$ cat src/rtl/assert_macros.svh
// assertion macros included by the top-level rtl file
`ifndef ASSERT_MACROS_SVH
`define ASSERT_MACROS_SVH
`ifndef NO_ASSERTIONS
// antecedent implies consequent in the same cycle
`define ASSERT_IMPLIES(label, clk, rstn, a, c) \
    label: assert property (@(posedge clk) disable iff (!rstn) (a) |-> (c)) \
        else $error("assertion failed");
// antecedent implies consequent in the next cycle
`define ASSERT_NEXT(label, clk, rstn, a, c) \
    label: assert property (@(posedge clk) disable iff (!rstn) (a) |=> (c)) \
        else $error("assertion failed");
`else
`define ASSERT_IMPLIES(label, clk, rstn, a, c)
`define ASSERT_NEXT(label, clk, rstn, a, c)
`endif
`endif

$ cat src/rtl/mlvs_pkg.sv
// shared types and constants of the masked line variance block
`default_nettype none
package mlvs_pkg;
    localparam int DEPTH_W = 16;
    localparam int CNT_W = 10;
    localparam int SUM_W = 25;
    localparam int SQ_W = 41;
    localparam int FVS_W = 48;
    localparam int RUN_W = 64;
    localparam int RFC_W = 32;
    localparam int MEAN_W = 24;
    localparam int VAR_W = 38;
    localparam int FRAC_W = 8;
    localparam int NUM_W = 64;
    localparam int DEN_W = 32;
    localparam int MAX_LINE_PIXELS = 512;
    localparam int MAX_LINES = 512;
    localparam int LINE_CAP = (MAX_LINE_PIXELS < 1023) ? MAX_LINE_PIXELS : 1023;
    localparam int FRAME_CAP = (MAX_LINES < 1023) ? MAX_LINES : 1023;
    localparam logic [DEPTH_W-1:0] VALID_HIGH_RST = 16'd1000;
    localparam logic REG_VALID_LOW = 1'b0;
    localparam logic REG_VALID_HIGH = 1'b1;

    typedef enum logic [1:0] {SEL_MEAN, SEL_VAR, SEL_FMV, SEL_RMV} div_sel_t;

    typedef struct packed {
        logic     acc;
        logic     mul;
        logic     div_start;
        div_sel_t sel;
        logic     frame_upd;
        logic     run_upd;
        logic     load;
        logic     frame;
    } cmd_t;

    typedef struct packed {
        logic n_nz;
        logic fvl_nz;
        logic run_nz;
        logic div_done;
        logic div_busy;
        logic out_free;
    } sts_t;
endpackage
`default_nettype wire

$ cat src/rtl/mlvs_div.sv
// restoring divider, one quotient bit a cycle, rounds half up
`default_nettype none
module mlvs_div (
    input  wire logic                       aclk,
    input  wire logic                       aresetn,
    input  wire logic                       start,
    input  wire logic [mlvs_pkg::NUM_W-1:0] num,
    input  wire logic [mlvs_pkg::DEN_W-1:0] den,
    output logic                            busy,
    output logic                            done,
    output logic [mlvs_pkg::NUM_W:0]        quo
);
    import mlvs_pkg::*;

    logic [NUM_W-1:0] num_reg, num_next;
    logic [DEN_W-1:0] den_reg;
    logic [DEN_W-1:0] rem_reg, rem_next;
    logic [5:0]       cnt_reg;
    logic             busy_reg, done_reg;
    logic [DEN_W:0]   rem_s;
    logic             ge;
    logic             rnd;

    assign rem_s = {rem_reg, num_reg[NUM_W-1]};
    assign ge = rem_s >= {1'b0, den_reg};

    always_comb begin
        num_next = {num_reg[NUM_W-2:0], ge};
        rem_next = ge ? DEN_W'(rem_s - {1'b0, den_reg}) : rem_s[DEN_W-1:0];
    end

    always_ff @(posedge aclk) begin
        if (!aresetn) begin
            busy_reg <= 1'b0;
            done_reg <= 1'b0;
            cnt_reg  <= '0;
        end else begin
            done_reg <= 1'b0;
            if (start) begin
                busy_reg <= 1'b1;
                cnt_reg  <= '0;
                num_reg  <= num;
                den_reg  <= den;
                rem_reg  <= '0;
            end else if (busy_reg) begin
                num_reg <= num_next;
                rem_reg <= rem_next;
                cnt_reg <= cnt_reg + 6'd1;
                if (cnt_reg == 6'(NUM_W - 1)) begin
                    busy_reg <= 1'b0;
                    done_reg <= 1'b1;
                end
            end
        end
    end

    assign rnd = {rem_reg, 1'b0} >= {1'b0, den_reg};
    assign quo = {1'b0, num_reg} + {{NUM_W{1'b0}}, rnd};
    assign busy = busy_reg;
    assign done = done_reg;
endmodule
`default_nettype wire

$ cat src/rtl/mlvs_datapath.sv
// accumulators, products, divider and result registers
`default_nettype none
module mlvs_datapath (
    input  wire logic                         aclk,
    input  wire logic                         aresetn,
    input  wire mlvs_pkg::cmd_t               cmd,
    output mlvs_pkg::sts_t                    sts,
    input  wire logic [mlvs_pkg::DEPTH_W-1:0] depth,
    input  wire logic [mlvs_pkg::DEPTH_W-1:0] valid_low,
    input  wire logic [mlvs_pkg::DEPTH_W-1:0] valid_high,
    input  wire logic                         out_ready,
    output logic                              out_valid,
    output logic [mlvs_pkg::MEAN_W-1:0]       line_mean,
    output logic [mlvs_pkg::VAR_W-1:0]        line_variance,
    output logic [mlvs_pkg::CNT_W-1:0]        valid_count,
    output logic                              line_has_valid,
    output logic                              frame_done,
    output logic                              frame_has_valid,
    output logic [mlvs_pkg::VAR_W-1:0]        frame_mean_variance,
    output logic [mlvs_pkg::VAR_W-1:0]        run_mean_variance
);
    import mlvs_pkg::*;

    logic [SUM_W-1:0]   sum_reg;
    logic [SQ_W-1:0]    sq_reg;
    logic [CNT_W-1:0]   cnt_reg;
    logic [FVS_W-1:0]   fvs_reg;
    logic [CNT_W-1:0]   fvl_reg;
    logic [RUN_W-1:0]   run_reg;
    logic [RFC_W-1:0]   rfc_reg;
    logic [CNT_W+SQ_W-1:0]  a_reg;
    logic [2*SUM_W-1:0]     b_reg;
    logic [2*CNT_W-1:0]     nn_reg;
    logic [MEAN_W-1:0]  mean_reg;
    logic [VAR_W-1:0]   var_reg, fmv_reg, rmv_reg;
    logic               ov_reg;

    logic               pix_ok;
    logic [SUM_W:0]     sum_add;
    logic [SQ_W:0]      sq_add;
    logic [2*DEPTH_W-1:0] dsq;
    logic [FVS_W:0]     fvs_add;
    logic [RUN_W:0]     run_add;
    logic [NUM_W-1:0]   dnum;
    logic [DEN_W-1:0]   dden;
    logic               dbusy, ddone;
    logic [NUM_W:0]     dq;
    logic [CNT_W+SQ_W-1:0] diff;

    assign pix_ok = (depth > valid_low) && (depth < valid_high) && (cnt_reg < CNT_W'(LINE_CAP));
    assign dsq = (2*DEPTH_W)'(depth) * (2*DEPTH_W)'(depth);
    assign sum_add = {1'b0, sum_reg} + (SUM_W+1)'(depth);
    assign sq_add = {1'b0, sq_reg} + (SQ_W+1)'(dsq);
    assign fvs_add = {1'b0, fvs_reg} + (FVS_W+1)'(var_reg);
    assign run_add = {1'b0, run_reg} + (RUN_W+1)'(fmv_reg);
    assign diff = a_reg - (CNT_W+SQ_W)'(b_reg);

    always_comb begin
        case (cmd.sel)
            SEL_MEAN: begin
                dnum = NUM_W'({sum_reg, {FRAC_W{1'b0}}});
                dden = DEN_W'(cnt_reg);
            end
            SEL_VAR: begin
                dnum = (a_reg > (CNT_W+SQ_W)'(b_reg)) ? NUM_W'({diff, {FRAC_W{1'b0}}}) : '0;
                dden = DEN_W'(nn_reg);
            end
            SEL_FMV: begin
                dnum = NUM_W'(fvs_reg);
                dden = DEN_W'(fvl_reg);
            end
            default: begin
                dnum = run_reg;
                dden = rfc_reg;
            end
        endcase
    end

    mlvs_div u_div (
        .aclk    (aclk),
        .aresetn (aresetn),
        .start   (cmd.div_start),
        .num     (dnum),
        .den     (dden),
        .busy    (dbusy),
        .done    (ddone),
        .quo     (dq)
    );

    always_ff @(posedge aclk) begin
        if (!aresetn) begin
            sum_reg <= '0;
            sq_reg  <= '0;
            cnt_reg <= '0;
            fvs_reg <= '0;
            fvl_reg <= '0;
            run_reg <= '0;
            rfc_reg <= '0;
            ov_reg  <= 1'b0;
        end else begin
            if (cmd.load) begin
                ov_reg <= 1'b1;
            end else if (out_ready) begin
                ov_reg <= 1'b0;
            end
            if (cmd.acc && pix_ok) begin
                sum_reg <= sum_add[SUM_W] ? {SUM_W{1'b1}} : sum_add[SUM_W-1:0];
                sq_reg  <= sq_add[SQ_W] ? {SQ_W{1'b1}} : sq_add[SQ_W-1:0];
                cnt_reg <= cnt_reg + CNT_W'(1);
            end
            if (cmd.mul) begin
                a_reg    <= (CNT_W+SQ_W)'(cnt_reg) * (CNT_W+SQ_W)'(sq_reg);
                b_reg    <= (2*SUM_W)'(sum_reg) * (2*SUM_W)'(sum_reg);
                nn_reg   <= (2*CNT_W)'(cnt_reg) * (2*CNT_W)'(cnt_reg);
                mean_reg <= '0;
                var_reg  <= '0;
                fmv_reg  <= '0;
                rmv_reg  <= '0;
            end
            if (ddone) begin
                case (cmd.sel)
                    SEL_MEAN: mean_reg <= (dq > (NUM_W+1)'({MEAN_W{1'b1}})) ?
                                          {MEAN_W{1'b1}} : dq[MEAN_W-1:0];
                    SEL_VAR:  var_reg <= (dq > (NUM_W+1)'({VAR_W{1'b1}})) ?
                                         {VAR_W{1'b1}} : dq[VAR_W-1:0];
                    SEL_FMV:  fmv_reg <= (dq > (NUM_W+1)'({VAR_W{1'b1}})) ?
                                         {VAR_W{1'b1}} : dq[VAR_W-1:0];
                    default:  rmv_reg <= (dq > (NUM_W+1)'({VAR_W{1'b1}})) ?
                                         {VAR_W{1'b1}} : dq[VAR_W-1:0];
                endcase
            end
            if (cmd.frame_upd && (cnt_reg != '0) && (fvl_reg < CNT_W'(FRAME_CAP))) begin
                fvs_reg <= fvs_add[FVS_W] ? {FVS_W{1'b1}} : fvs_add[FVS_W-1:0];
                fvl_reg <= fvl_reg + CNT_W'(1);
            end
            if (cmd.run_upd && (fvl_reg != '0) && (rfc_reg != {RFC_W{1'b1}})
                && !run_add[RUN_W]) begin
                run_reg <= run_add[RUN_W-1:0];
                rfc_reg <= rfc_reg + RFC_W'(1);
            end
            if (cmd.load) begin
                line_mean           <= mean_reg;
                line_variance       <= var_reg;
                valid_count         <= cnt_reg;
                line_has_valid      <= cnt_reg != '0;
                frame_done          <= cmd.frame;
                frame_has_valid     <= cmd.frame && (fvl_reg != '0);
                frame_mean_variance <= fmv_reg;
                run_mean_variance   <= rmv_reg;
                sum_reg <= '0;
                sq_reg  <= '0;
                cnt_reg <= '0;
                if (cmd.frame) begin
                    fvs_reg <= '0;
                    fvl_reg <= '0;
                end
            end
        end
    end

    assign out_valid = ov_reg;
    assign sts.n_nz = cnt_reg != '0;
    assign sts.fvl_nz = fvl_reg != '0;
    assign sts.run_nz = rfc_reg != '0;
    assign sts.div_done = ddone;
    assign sts.div_busy = dbusy;
    assign sts.out_free = !ov_reg || out_ready;
endmodule
`default_nettype wire

$ cat src/rtl/mlvs_ctrl.sv
// sequencer for line close, frame close and result load
`default_nettype none
module mlvs_ctrl (
    input  wire logic           aclk,
    input  wire logic           aresetn,
    input  wire logic           in_valid,
    input  wire logic           line_end,
    input  wire logic           frame_end,
    output logic                in_ready,
    input  wire mlvs_pkg::sts_t sts,
    output mlvs_pkg::cmd_t      cmd
);
    import mlvs_pkg::*;

    typedef enum logic [3:0] {
        ST_IDLE, ST_MUL, ST_DSTART, ST_DWAIT, ST_FRAME, ST_FCHK, ST_RUN, ST_RCHK, ST_LOAD
    } state_t;

    state_t   state_reg;
    div_sel_t sel_reg;
    logic     frame_reg;

    always_ff @(posedge aclk) begin
        if (!aresetn) begin
            state_reg <= ST_IDLE;
            sel_reg   <= SEL_MEAN;
            frame_reg <= 1'b0;
        end else begin
            unique case (state_reg)
                ST_IDLE: begin
                    if (in_valid && (line_end || frame_end)) begin
                        frame_reg <= frame_end;
                        state_reg <= ST_MUL;
                    end
                end
                ST_MUL: begin
                    sel_reg   <= SEL_MEAN;
                    state_reg <= sts.n_nz ? ST_DSTART : ST_FRAME;
                end
                ST_DSTART: state_reg <= ST_DWAIT;
                ST_DWAIT: begin
                    if (sts.div_done) begin
                        unique case (sel_reg)
                            SEL_MEAN: begin
                                sel_reg   <= SEL_VAR;
                                state_reg <= ST_DSTART;
                            end
                            SEL_VAR: state_reg <= ST_FRAME;
                            SEL_FMV: state_reg <= ST_RUN;
                            default: state_reg <= ST_LOAD;
                        endcase
                    end
                end
                ST_FRAME: state_reg <= ST_FCHK;
                ST_FCHK: begin
                    if (!frame_reg) begin
                        state_reg <= ST_LOAD;
                    end else if (sts.fvl_nz) begin
                        sel_reg   <= SEL_FMV;
                        state_reg <= ST_DSTART;
                    end else begin
                        state_reg <= ST_RUN;
                    end
                end
                ST_RUN: state_reg <= ST_RCHK;
                ST_RCHK: begin
                    if (sts.run_nz) begin
                        sel_reg   <= SEL_RMV;
                        state_reg <= ST_DSTART;
                    end else begin
                        state_reg <= ST_LOAD;
                    end
                end
                ST_LOAD: begin
                    if (sts.out_free) begin
                        state_reg <= ST_IDLE;
                    end
                end
                default: state_reg <= ST_IDLE;
            endcase
        end
    end

    assign in_ready = state_reg == ST_IDLE;
    assign cmd.acc = in_valid && (state_reg == ST_IDLE);
    assign cmd.mul = state_reg == ST_MUL;
    assign cmd.div_start = state_reg == ST_DSTART;
    assign cmd.sel = sel_reg;
    assign cmd.frame_upd = state_reg == ST_FRAME;
    assign cmd.run_upd = state_reg == ST_RUN;
    assign cmd.load = (state_reg == ST_LOAD) && sts.out_free;
    assign cmd.frame = frame_reg;
endmodule
`default_nettype wire

$ cat src/rtl/masked_line_variance_stats.sv
// top level: masked per-line mean and variance with frame and run statistics
// Depth pixels stream in one word a cycle while a line is open; a pixel counts
// when valid_low < depth < valid_high and fewer than LINE_CAP pixels of the
// line have counted. The word carrying line_end (tuser) or frame_end (tlast)
// closes the line: the block then stops taking words while a sequencer works
// out the mean and variance through one shared bit-serial divider, which
// loads its operands, works out 64 quotient bits and then raises done. The
// input is held off through products, two divisions, frame update and load
// on a line with valid pixels and through products, frame update and load
// on an empty line; a frame close adds divisions for the frame and run mean
// variance when those have data. The load cycle stretches while the previous
// result word is still waiting. Plain pixels take one cycle each. The result
// word waits in an output register while the next line streams in. Means and
// variances are unsigned with 8 fraction bits.
`default_nettype none
`include "assert_macros.svh"
module masked_line_variance_stats (
    input  wire logic         aclk,
    input  wire logic         aresetn,
    input  wire logic         psel,
    input  wire logic         penable,
    input  wire logic         pwrite,
    input  wire logic [2:0]   paddr,
    input  wire logic [31:0]  pwdata,
    output logic [31:0]       prdata,
    output logic              pready,
    input  wire logic         s_tvalid,
    output logic              s_tready,
    input  wire logic [15:0]  s_tdata,   // depth
    input  wire logic         s_tuser,   // line_end
    input  wire logic         s_tlast,   // frame_end
    output logic              m_tvalid,
    input  wire logic         m_tready,
    // line_mean, line_variance, valid_count, line_has_valid, frame_has_valid,
    // frame_mean_variance, run_mean_variance, two zero bits
    output logic [151:0]      m_tdata,
    output logic              m_tlast    // frame_done
);
    import mlvs_pkg::*;

    logic [DEPTH_W-1:0] valid_low_reg, valid_high_reg;
    cmd_t cmd;
    sts_t sts;
    logic [MEAN_W-1:0] line_mean;
    logic [VAR_W-1:0]  line_variance, frame_mean_variance, run_mean_variance;
    logic [CNT_W-1:0]  valid_count;
    logic line_has_valid, frame_has_valid;

    // apb register file, writes land in the access phase
    always_ff @(posedge aclk) begin
        if (!aresetn) begin
            valid_low_reg  <= '0;
            valid_high_reg <= VALID_HIGH_RST;
        end else if (psel && penable && pwrite) begin
            unique case (paddr[2])
                REG_VALID_LOW:  valid_low_reg  <= pwdata[DEPTH_W-1:0];
                REG_VALID_HIGH: valid_high_reg <= pwdata[DEPTH_W-1:0];
                default: ;
            endcase
        end
    end

    assign prdata = (paddr[2] == REG_VALID_HIGH) ? 32'(valid_high_reg) : 32'(valid_low_reg);
    assign pready = 1'b1;

    // sequencer
    mlvs_ctrl u_ctrl (
        .aclk      (aclk),
        .aresetn   (aresetn),
        .in_valid  (s_tvalid),
        .line_end  (s_tuser),
        .frame_end (s_tlast),
        .in_ready  (s_tready),
        .sts       (sts),
        .cmd       (cmd)
    );

    // accumulators, divider and output register
    mlvs_datapath u_dp (
        .aclk                (aclk),
        .aresetn             (aresetn),
        .cmd                 (cmd),
        .sts                 (sts),
        .depth               (s_tdata),
        .valid_low           (valid_low_reg),
        .valid_high          (valid_high_reg),
        .out_ready           (m_tready),
        .out_valid           (m_tvalid),
        .line_mean           (line_mean),
        .line_variance       (line_variance),
        .valid_count         (valid_count),
        .line_has_valid      (line_has_valid),
        .frame_done          (m_tlast),
        .frame_has_valid     (frame_has_valid),
        .frame_mean_variance (frame_mean_variance),
        .run_mean_variance   (run_mean_variance)
    );

    // result word packing, first field lowest
    assign m_tdata = {2'b00, run_mean_variance, frame_mean_variance, frame_has_valid,
                      line_has_valid, valid_count, line_variance, line_mean};

    // no pixel is taken while the divider runs
    `ASSERT_IMPLIES(a_no_accept_busy, aclk, aresetn, s_tready, !sts.div_busy)
    // a fresh result only follows a cycle with the input held off
    `ASSERT_IMPLIES(a_load_stalls_input, aclk, aresetn, $rose(m_tvalid), $past(!s_tready))
    // a load command always leaves a valid result behind
    `ASSERT_NEXT(a_load_sets_valid, aclk, aresetn, cmd.load, m_tvalid)
endmodule
`default_nettype wire

$ cat config.mk
export PLATFORM = sky130hd
export DESIGN_NAME = masked_line_variance_stats
export DESIGN_NICKNAME = d
export VERILOG_FILES = /design/src/rtl/mlvs_pkg.sv /design/src/rtl/mlvs_div.sv /design/src/rtl/mlvs_datapath.sv /design/src/rtl/mlvs_ctrl.sv /design/src/rtl/masked_line_variance_stats.sv
export VERILOG_INCLUDE_DIRS = /design/src /design/src/rtl
export SDC_FILE = /design/constraint.sdc
export NUM_CORES = 2
export LEC_CHECK = 0
export BUFFER_PORTS_ARGS = -buffer_cell sky130_fd_sc_hd__buf_4
export CORE_UTILIZATION = 50
export DETAILED_ROUTE_END_ITERATION = 10
export PLACE_DENSITY = 0.72
export SLEW_MARGIN = 20
export SYNTH_ARGS = -nofsm -noshare
export SYNTH_HDL_FRONTEND = slang
export SYNTH_HIERARCHICAL = 1
export SYNTH_SLANG_ARGS = --single-unit
export TNS_END_PERCENT = 100
$ cat constraint.sdc
create_clock -name aclk -period 6.7 [get_ports aclk]
set_input_delay 0.67 -clock aclk [delete_from_list [all_inputs] [get_ports aclk]]
set_output_delay 0.67 -clock aclk [all_outputs]
set_load 0.02 [all_outputs]
==> flow_summary.toml <==
[route]
antenna_left = 0
routedWlPerCell_um = 19.8
viasPerCell = 5.61
wl_mm = 238
route.detailed.drc = 0
drt_iter0_drc = 5428
drtPass1Iterations = 9
vias = 67600

[floorplan]
start_util = 0.503
die_w_um = 417
pin_count = 248
core_area_um2 = 172000
core.rowCount = 152
floorplan.die_area_um2 = 174000
die_height_um = 417

[timing]
rsz0062_at_grt = "true"
fin_worst_skew_ns = 0.103
period_share = 1.01
worst_pin_slew_ns = 1.11
fin_setup_tns_ns = -0.225
final_max_slew_viol_count = 0
relSlewSlack = 0.256
fin_ws_ns = -0.0927
min_period_ns = 6.79
timing.fmax_ghz = 0.147
setup_viol = 5
hold_viol = 0

[finish]
final_layout_size_suffix_gt1_frac = 0.149
fill_cells = 14600
nets = 11400
area_growth_pct = 14.2
multiInputGateArea_um2 = 58200
fin_area_um2 = 98500
final_common_cell = "inv_1"
seqCellArea_um2 = 21800
final_cell_mix = "1,422 x inv_1, 999 x fa_1, 869 x nand2_1"

[placed_design]
routabilityCongestion = 0.980
placed_area_um2 = 93600
place_hpwl_mm = 186
port_buffers = 210
dp_slack_ns = -0.686

[min_path]
min_from = "pwdata[8]"
holdPathStages = 3
hold_class = "primary input to flop"

[setup_path]
criticalPathCategory = "flop to flop"
cp_max_fo = 10
crit_arrival_ns = 7.33
startpoint = "u_dp/sum_reg[7]"
max_stage_delay_ns = 0.60
reg2reg_from = "u_dp/sum_reg[7]"
r2r_cells = 26
required_ns = 7.24
worst_setup_path_end_kind = "flop"
startpoint_type = "flop"
crit_slowest_cell = "fa_1"
crit_top_cell = "fa_1"
r2r_slack_ns = -0.09

[clocking]
root_buffer = "clkbuf_16"
clock_path_buffers = 3
cts.sinks = 814
h-tree-depth = 3
clk_pin_slew_ns = 0.06
cts_tree = "built"
numCtsBuffers = 90
clk_latency_ns = 0.79

[power_and_ir_drop]
total_power_uw = 19400
vdd_ir_drop_max_uv = 627
leakagePower_uw = 0.0464
p_per_area_nw_per_um2 = 197

[global_routing]
grt_pass1_vias = 69100
grt_max_degree = 157
antenna_found_initial = 1
grt_pass1_wl_mm = 375
gr-total-overflow = 0
track_usage = 0.271

[outcome]
failed_checks = "setup timing"
status = "finished, violations left"

[run]
drv_cap = 0

[synthesis]
syn_area_um2 = 86300
synth.avg_cell_area_um2 = 9.45
syn_inst = 9136
yosysWarnings = 6
==> power breakdown <==
group | total, uW | switching (uW) | internal (uW)
clock | 5280 | 2290 | 2980
sequential | 5870 | 268 | 5610
combinational | 8220 | 4340 | 3870
total | 19400 | 6910 | 12500
==> critical path, delay by kind of cell (launching register included) <==
| family | cells | cell delay, ns |
|---|---|---|
| and+or+nand+nor | 3 | 0.46 |
| DFF | 1 | 0.45 |
| buffers and inverters | 8 | 0.79 |
| adders and majority gates | 8 | 3.50 |
| AOI/OAI and AO/OA | 6 | 1.22 |
| xor gates and xnor gates | 1 | 0.13 |
==> timing repair <==
action                                  in CTS  in global routing
hold buffers                                 0                  0
resized for setup                          118                253
buffers inserted                            22                 55
endpoints found under the setup margin      27                 86
gates cloned                                 1                  0
pin swaps                                   62                184
==> layout make-up <==
cell class | count | area share
multi-input combinational | 6410 | 0.590
timing repair buffer | 842 | 0.0709
antenna | 1 | 0.0000254
inverter | 1485 | 0.0567
clock buffer | 107 | 0.0238
sequential | 814 | 0.221
tap | 2310 | 0.0293
clock inverter | 62 | 0.00805
==> routing by layer <==
metal  routed length (um)  part of all wire  vias up  global-route usage
li1                     -                 -    31100                   -
met1                96500              0.40    33500               0.348
met2               116000              0.49     2516               0.465
met3                16100             0.068      491              0.0365
met4                 9680             0.041        0               0.101
met5                    0                 0        -                   0
==> metrics by stage <==
stage | std cells | hold slack, ns | utilization
finish | 12000 | 0.137 | 0.574
global route | 12000 | 0.107 | 0.574
CTS | 12000 | 0.0885 | 0.567
detailed placement | 11800 | 0.436 | 0.546
global placement | 11800 | 0.438 | 0.546
floorplan | 9153 | 0.406 | -
==> final timing paths <==
kind	to
hold reg to reg	u_dp/run_mean_variance[0]
setup / recovery	u_dp/b_reg[43]
setup reg to reg	u_dp/b_reg[43]
hold / removal	valid_low_reg[8]
Power figures use the tool's default switching activity.
